### config.mk
export PLATFORM = sky130hd
export DESIGN_NAME = isms_decide
export DESIGN_NICKNAME = d
export VERILOG_FILES = /design/src/sv/isms_pkg.sv /design/src/sv/isms_decide.sv
export SDC_FILE = /design/constraint.sdc
export NUM_CORES = 2
export LEC_CHECK = 0
export BUFFER_PORTS_ARGS = -buffer_cell sky130_fd_sc_hd__buf_4
export CAP_MARGIN = 20
export CELL_PAD_IN_SITES_DETAIL_PLACEMENT = 0
export CELL_PAD_IN_SITES_GLOBAL_PLACEMENT = 2
export CORE_AREA = 5 5 352 320
export DETAILED_ROUTE_END_ITERATION = 7
export DIE_AREA = 0 0 357 325
export PLACE_DENSITY_LB_ADDON = 0.3
export SLEW_MARGIN = 40
export SYNTH_ARGS = -nofsm -noshare
export SYNTH_HDL_FRONTEND = slang
export SYNTH_SLANG_ARGS = --single-unit
### constraint.sdc
create_clock -name vclk -period 54
set_clock_uncertainty 0.1 [all_clocks]
set_input_delay 16.2 -clock vclk [all_inputs]
set_output_delay 16.2 -clock vclk [all_outputs]
set_load 0.005 [all_outputs]
### src/sv/isms_pkg.sv
// Shared types, constants and register codes for the Ising Metropolis spin update block.
package isms_pkg;

  // Default lattice geometry
  localparam int SIDE_DEF = 64;
  localparam int DIM_DEF  = 2;

  // Field widths
  localparam int SITE_W    = 12;
  localparam int RAND_W    = 32;
  localparam int FIELD_W   = 16;
  localparam int WORD_W    = 32;
  localparam int SUM_W     = 4;
  localparam int CFG_IDX_W = 3;
  localparam int CFG_DAT_W = 32;
  localparam int NUM_COUP  = 5;

  // 1.0 in UQ8.24
  localparam logic [WORD_W-1:0] ONE_Q824 = 32'h0100_0000;

  // Configuration register codes
  typedef enum logic [CFG_IDX_W-1:0] {
    REG_FIELD      = 3'd0,
    REG_COUPLING_0 = 3'd1,
    REG_COUPLING_1 = 3'd2,
    REG_COUPLING_2 = 3'd3,
    REG_COUPLING_3 = 3'd4,
    REG_COUPLING_4 = 3'd5,
    REG_FIELD_DOWN = 3'd6,
    REG_FIELD_UP   = 3'd7
  } cfg_reg_t;

  // Live configuration handed to the decision logic
  typedef struct packed {
    logic signed [FIELD_W-1:0]          field;
    logic [NUM_COUP-1:0][WORD_W-1:0]    coupling;
    logic [WORD_W-1:0]                  field_down;
    logic [WORD_W-1:0]                  field_up;
  } cfg_t;

  // Per-item result of the decision logic
  typedef struct packed {
    logic                    flipped;
    logic                    new_spin;
    logic signed [SUM_W-1:0] nsum;
  } dec_res_t;

endpackage

### src/sv/isms_decide.sv
// Neighbour sum, energy test and Metropolis acceptance for one site.
module isms_decide import isms_pkg::*; #(
  parameter int SIDE = SIDE_DEF,
  parameter int DIM  = DIM_DEF
) (
  input  logic [SIDE-1:0]             row_up,
  input  logic [SIDE-1:0]             row_cur,
  input  logic [SIDE-1:0]             row_dn,
  input  logic [$clog2(SIDE)-1:0]     col,
  input  logic [RAND_W-1:0]           rnd,
  input  cfg_t                        cfg,
  output dec_res_t                    res,
  output logic [SIDE-1:0]             wr_row
);

  localparam int COL_W = $clog2(SIDE);
  localparam int T_W   = 18;

  logic                     s_up;
  logic                     nb_right;
  logic                     nb_left;
  logic                     nb_vert_up;
  logic                     nb_vert_dn;
  logic [2:0]               ups;
  logic signed [SUM_W-1:0]  nsum;
  logic signed [T_W-1:0]    t;
  logic                     energy_ok;
  logic [2:0]               k;
  logic [WORD_W-1:0]        cw;
  logic [WORD_W-1:0]        fw;
  logic [2*WORD_W-1:0]      prod;
  logic                     rand_ok;
  logic                     flip;

  // neighbour spins with helical wrap along the row
  always_comb begin
    s_up = row_cur[col];
    if (col == COL_W'(SIDE - 1)) begin
      nb_right = (DIM == 1) ? row_cur[0] : row_up[0];
    end else begin
      nb_right = row_cur[COL_W'(col + 1'b1)];
    end
    if (col == '0) begin
      nb_left = (DIM == 1) ? row_cur[SIDE-1] : row_dn[SIDE-1];
    end else begin
      nb_left = row_cur[COL_W'(col - 1'b1)];
    end
    nb_vert_up = (DIM == 1) ? 1'b0 : row_up[col];
    nb_vert_dn = (DIM == 1) ? 1'b0 : row_dn[col];
  end

  // sum of +-1 spins = 2 * (up count) - 2 * DIM
  assign ups  = 3'(nb_right) + 3'(nb_left) + 3'(nb_vert_up) + 3'(nb_vert_dn);
  assign nsum = SUM_W'({ups, 1'b0}) - SUM_W'(2 * DIM);

  // energy test on t = sum * 256 + field
  assign t = {{(T_W - SUM_W - 8){nsum[SUM_W-1]}}, nsum, 8'b0}
           + {{(T_W - FIELD_W){cfg.field[FIELD_W-1]}}, cfg.field};
  assign energy_ok = s_up ? (t[T_W-1] || (t == '0)) : !t[T_W-1];

  // coupling index: DIM - s*sum/2 reduces to a count of anti-aligned neighbours
  assign k    = s_up ? (3'(2 * DIM) - ups) : ups;
  assign cw   = cfg.coupling[k];
  assign fw   = s_up ? cfg.field_up : cfg.field_down;
  assign prod = (2*WORD_W)'(cw) * (2*WORD_W)'(fw);

  // random fraction widened to UQ16.48
  assign rand_ok = {16'b0, rnd, 16'b0} <= prod;
  assign flip    = energy_ok || rand_ok;

  assign res.flipped  = flip;
  assign res.new_spin = s_up ^ flip;
  assign res.nsum     = nsum;

  // row image with the site's new spin
  always_comb begin
    wr_row      = row_cur;
    wr_row[col] = s_up ^ flip;
  end

endmodule

# Word level (Yosys, flattened, before mapping)
# Cells that the tools add are included.
[totals]
register_bits = 0
latchBits = 0
ram_bits = 0
rom_bits = 0
input_bits = 470
output_inout_bits = 70
elab_cells = 43
n_memories = 0
[classes]
addsub = 8
mul = 1
div_mod_pow = 0
order_cmp = 6
n_eq_ne = 1
shifts = 0
mux = 20
n_bitwise = 1
n_reduce_logical = 6
[op_table]
columns = ["cell", "n"]
rows = [
  ["binary-select mux 32 bit (select 3 bit)", 1],
  ["bitwise mux 64 bit", 1],
  ["<= comparator 48 x 64 -> 1 bit", 1],
  ["multiplier 32 x 32 -> 64 bit", 1],
  ["2-to-1 mux 32 bit", 2],
  ["binary-select mux 1 bit (select 6 bit)", 5],
  ["less-than comparator 6 x 7 -> 1 bit (second input constant)", 3],
  ["logical NOT 18 bit", 1],
  ["adder 12 x 16 -> 17 bit", 1],
  ["2-to-1 mux 1 bit", 9],
  ["adder 6 x 1 -> 6 bit (second input constant)", 1],
  ["demux 1 bit (select 6 bit)", 1],
  ["== test 6 bit (second input constant)", 1],
  [">= comparator 6 x 1 -> 1 bit (second input constant)", 1],
  ["logical NOT 6 bit", 1],
  ["subtractor 6 x 1 -> 6 bit (second input constant)", 1],
  ["less-than comparator 3 x 4 -> 1 bit (second input constant)", 1],
  ["subtractor 4 x 3 -> 4 bit (second input constant)", 1],
  ["adder 2 x 1 -> 3 bit", 1],
  ["adder 3 x 1 -> 3 bit", 1],
  ["2-to-1 mux 3 bit", 1],
  ["subtractor 3 bit (first input constant)", 1],
  ["adder 1 x 1 -> 2 bit", 1],
  ["logical OR 1 bit", 2],
  ["other kinds (3)", 3],
]

# Depth between registers and ports, before layout
[logic_depth]
word_depth = 16
ltp_mapped = 69
depth_no_buf = 58

# Worst setup path before layout
# Ideal clock, no wire load.
[synth_path]
kind = "input to output"
startpoint = "input col[0]"
endpoint = "output wr_row[15]"
t_arrival_ps = 32694
required_ps = 37700
slack_ps = 5006
stages = 61
path_buffers = 14
path_cell_list = "buf_4 > buf_6 > buf_2 > inv_2 > clkbuf_1 > ha_1 > clkbuf_1 > clkbuf_1 > clkbuf_1 > mux4_2 > mux4_2 > nor2b_1 > a211oi_1 > a21oi_1 > mux2_2 > fa_1 > ha_1 > buf_1 > [25 not listed] > a31oi_1 > a311oi_1 > o21bai_1 > a21oi_1 > xor2_1 > ha_1 > nand4_1 > nor3_1 > nand3_1 > or4bb_1 > nor4_1 > o2111ai_1 > o221ai_1 > nor4_2 > xnor2_1 > buf_6 > buf_6 > o21ai_2"
[synth_lines]
columns = ["item", "line", "source"]
rows = [
  ["start, declared", "isms_decide.sv:9", "input logic [$clog2(SIDE)-1:0] col,"],
  ["end, declared", "isms_decide.sv:13", "output logic [SIDE-1:0] wr_row"],
]

# Worst setup path in the final report
[layout_path]
startpoint = "input col[1]"
endpoint = "output wr_row[2]"
[layout_between]
elab_chain_cells = 16
word_cells_on_any_way = 40
classes_between = "8 x add/sub; 1 x mul; 3 x order compare; 1 x eq/ne; 20 x mux; 1 x bitwise; 6 x reduce/logical"
[layout_lines]
columns = ["item", "line", "source"]
rows = [
  ["adder 6 x 1 -> 6 bit or subtractor 6 x 1 -> 6 bit (tied branches)", "isms_decide.sv:41, isms_decide.sv:46", ""],
  ["binary-select mux 1 bit (select 6 bit) (on tied branches)", "isms_decide.sv:41, isms_decide.sv:46", ""],
  ["2-to-1 mux 1 bit (on tied branches)", "isms_decide.sv:41, isms_decide.sv:46", ""],
  ["2-to-1 mux 1 bit (on tied branches)", "isms_decide.sv:38, isms_decide.sv:43", ""],
  ["adder 1 x 1 -> 2 bit", "isms_decide.sv:53", "assign ups = 3'(nb_right) + 3'(nb_left) + 3'(nb_vert_up) + 3'(nb_vert_dn);"],
  ["adder 2 x 1 -> 3 bit", "isms_decide.sv:53", ""],
  ["adder 3 x 1 -> 3 bit", "isms_decide.sv:53", ""],
  ["subtractor 3 bit", "isms_decide.sv:62", "assign k = s_up ? (3'(2 * DIM) - ups) : ups;"],
  ["2-to-1 mux 3 bit", "isms_decide.sv:62", ""],
  ["binary-select mux 32 bit (select 3 bit)", "isms_decide.sv:63", "assign cw = cfg.coupling[k];"],
  ["2-to-1 mux 32 bit (not written as such)", "isms_decide.sv:63", ""],
  ["multiplier 32 x 32 -> 64 bit", "isms_decide.sv:65", "assign prod = (2*WORD_W)'(cw) * (2*WORD_W)'(fw);"],
  ["<= comparator 48 x 64 -> 1 bit", "isms_decide.sv:68", "assign rand_ok = {16'b0, rnd, 16'b0} <= prod;"],
  ["logical OR 1 bit", "isms_decide.sv:69", "assign flip = energy_ok || rand_ok;"],
  ["bitwise XOR 1 bit", "isms_decide.sv:78", "wr_row[col] = s_up ^ flip;"],
  ["bitwise mux 64 bit (*)", "isms_decide.sv:78", ""],
]
# Every way passes the cells marked *; elsewhere a longest branch is shown, timed or not. The select of a mux whose other input is x is not followed.

==> flow_summary.ini <==
[layout]
layout-drive-gt1-share_pct = 17.3
seq_area_sq_um = 0
nets = 6753
seq_cell_count = 0
syn_to_final_growth_pct = 14.7
stdcell_area_sq_um = 45600
clkbuf_count = 0

[synth]
synth.top_cell.area_share_pct = 45.2
synth_nets = 6375
synth_top_area_cell = fa_1
synth.area.top_cells = fa_1 (45%), ha_1 (9.7%), inv_1 (8.3%), nand2_1 (7.5%), nor2_1 (5.1%)
synthCells = 4698
avgSynthCellArea_sq_um = 8.46
yosysWarnings = 0
synth_seq_area_share_pct = 0
ys_types = 85
syn-cell-area_sq_um = 39800

[min_path]
hold_path_class = input port to primary output
worstHoldStart = row_cur[56]
hold_depth = 4
min_to = wr_row[56]

[placement]
dp_slack_ns = 3.71
placed_cell_area_sq_um = 45600
port_buffers = 539
hpwl_mm = 146
place_congestion = 0.950

[detailed_routing]
drc = 0
wl_mm = 175
wl_per_cell_um = 26.8
drt_iter0_markers = 3297
final_antenna_net_count = 0
vias_per_cell = 5.55
dr.pass1.iters = 7
vias = 36300

[worst_setup_path]
crit_required_ns = 37.70
critPathMaxStageDelay_ns = 0.83
critPathKind = input port to primary output
critPathMaxFanout = 65
cpMostUsedCell = fa_1
cp-start-kind = input port
critPathArrivalTime_ns = 34.01
end_kind = primary output
slowest_stage = ha_2

[die]
io-pin-count = 540
dieArea_sq_um = 116000
start_util_pct = 36.7
die_x_um = 357
core_area_sq_um = 108000
die_height_um = 325
rows = 115

[timing]
grt_setup_unrepaired = no
fin_ws_ns = 3.69
period_minus_slack_ns = 50.31
fin_tns_setup_ns = 0
max_freq_mhz = 19.9
period_share_pct = 93.2
finalSetupViolCount = 0
tightest_slew_ns = 0.880
hold_violations = 0
slew_violations = 0
relSlewSlack_pct = 41.2

[global_route]
grt_pass1_vias = 37400
antenna_found_initial = 7
grt_max_degree = 66
overflow = 0
grt_pass1_wl_mm = 257
grt_usage_pct = 29.8

[run_status]
outcome = finished clean

[clocking]
post_cts_hold_buffer_count = 0
postCtsSetupBuffers = 0
cts_resized = 0

[run]
cap_violations = 0
==> critical path, delay by kind of cell <==
| kind | cells | cell delay, ns |
|---|---|---|
| mux | 4 | 1.61 |
| fa+ha+maj | 15 | 6.88 |
| xor+xnor | 3 | 1.01 |
| buf+inv | 11 | 2.37 |
| compound gates | 10 | 2.59 |
| simple gates | 14 | 3.19 |
==> layout by cell type (no fill, tap or decap), types with 19 or more instances in the layout <==
cell	count
a21oi_1	108
nand4_1	41
nor2_1	537
mux4_2	74
mux2_2	33
xnor2_1	30
o21ai_2	50
nand3_1	32
ha_1	307
o21a_1	23
nor4_1	19
mux2i_1	31
o21ai_0	88
a22oi_1	27
xor2_1	24
buf_4	634
a211oi_1	19
nor3_1	32
o22ai_1	55
a22o_1	19
fa_1	898
inv_1	880
nand2_1	789
==> Yosys cell counts (6+ instances only) <==
library cell and instances:
a211oi_1 19, a21boi_0 6, a21o_1 18, a21oi_1 109
a22o_1 30, a22oi_1 29, a31oi_1 12, and2_1 12
and3_1 10, and4_1 10, buf_1 12, buf_2 33
buf_6 7, clkbuf_1 208, fa_1 898, ha_1 309
inv_1 880, mux2_2 33, mux2i_1 48, mux4_2 74
nand2_1 790, nand2b_1 12, nand3_1 35, nand3b_1 7
nand4_1 41, nor2_1 537, nor2b_1 13, nor3_1 34
nor3b_1 9, nor4_1 20, o211ai_1 15, o21a_1 23
o21ai_0 89, o21ai_2 49, o21bai_1 8, o221ai_1 9
o22a_1 6, o22ai_1 55, o31ai_1 10, o41ai_1 11
or2_2 7, or3_1 7, xnor2_1 33, xor2_1 25
==> per-layer routing <==
| layer | wire length (um) | track usage, % | up-vias |
|---|---|---|---|
| li1 | - | - | 15600 |
| met1 | 75800 | 42.8 | 18900 |
| met2 | 78900 | 46.4 | 1626 |
| met3 | 14900 | 5.97 | 240 |
| met4 | 5790 | 7.34 | 2 |
| met5 | 15 | 0 | - |
==> through the flow <==
step | hold slack [ns] | cells | util, %
after CTS | 32.62 | 6535 | 42.0
after global placement | 32.61 | 6531 | 41.9
final | 32.62 | 6542 | 42.1
after detailed placement | 32.61 | 6535 | 42.0
after floorplan | 32.39 | 4698 | -
after global routing | 32.63 | 6539 | 42.0
==> worst max-delay path by stage <==
stage / startpoint / endpoint / slack [ns] / cells after the start
finish: col[1] / wr_row[2] / 3.69 / 57
global route: col[1] / wr_row[2] / 2.73 / 55
CTS: col[1] / wr_row[2] / 3.69 / 55
detailed placement: col[1] / wr_row[2] / 3.71 / 55
global placement: col[1] / wr_row[2] / 2.89 / 55
floorplan: col[0] / wr_row[15] / 5.01 / 61
==> cells by family (layout without fill, tap and decap cells) <==
group           after synthesis  after routing  share of synthesized area (%)
compound gates              558            558                           9.79
simple gates               1565           1565                           16.3
xor+xnor                     58             58                           1.28
buf+inv                    1148           1524                           11.1
fa+ha+maj                  1207           1207                           54.9
other cells                   1              7                        0.00943
mux                         161            161                           6.58
==> layout make-up <==
type	instances	area, sq um
antenna	6	15.0
fill	11300	62900
inverter	884	3320
multi-input combinational	3550	35600
tap	1462	1830
timing repair buffer	640	4830
Power is not shown: default switching activity piles up to over one toggle a cycle in this logic, so the estimate is an artifact.
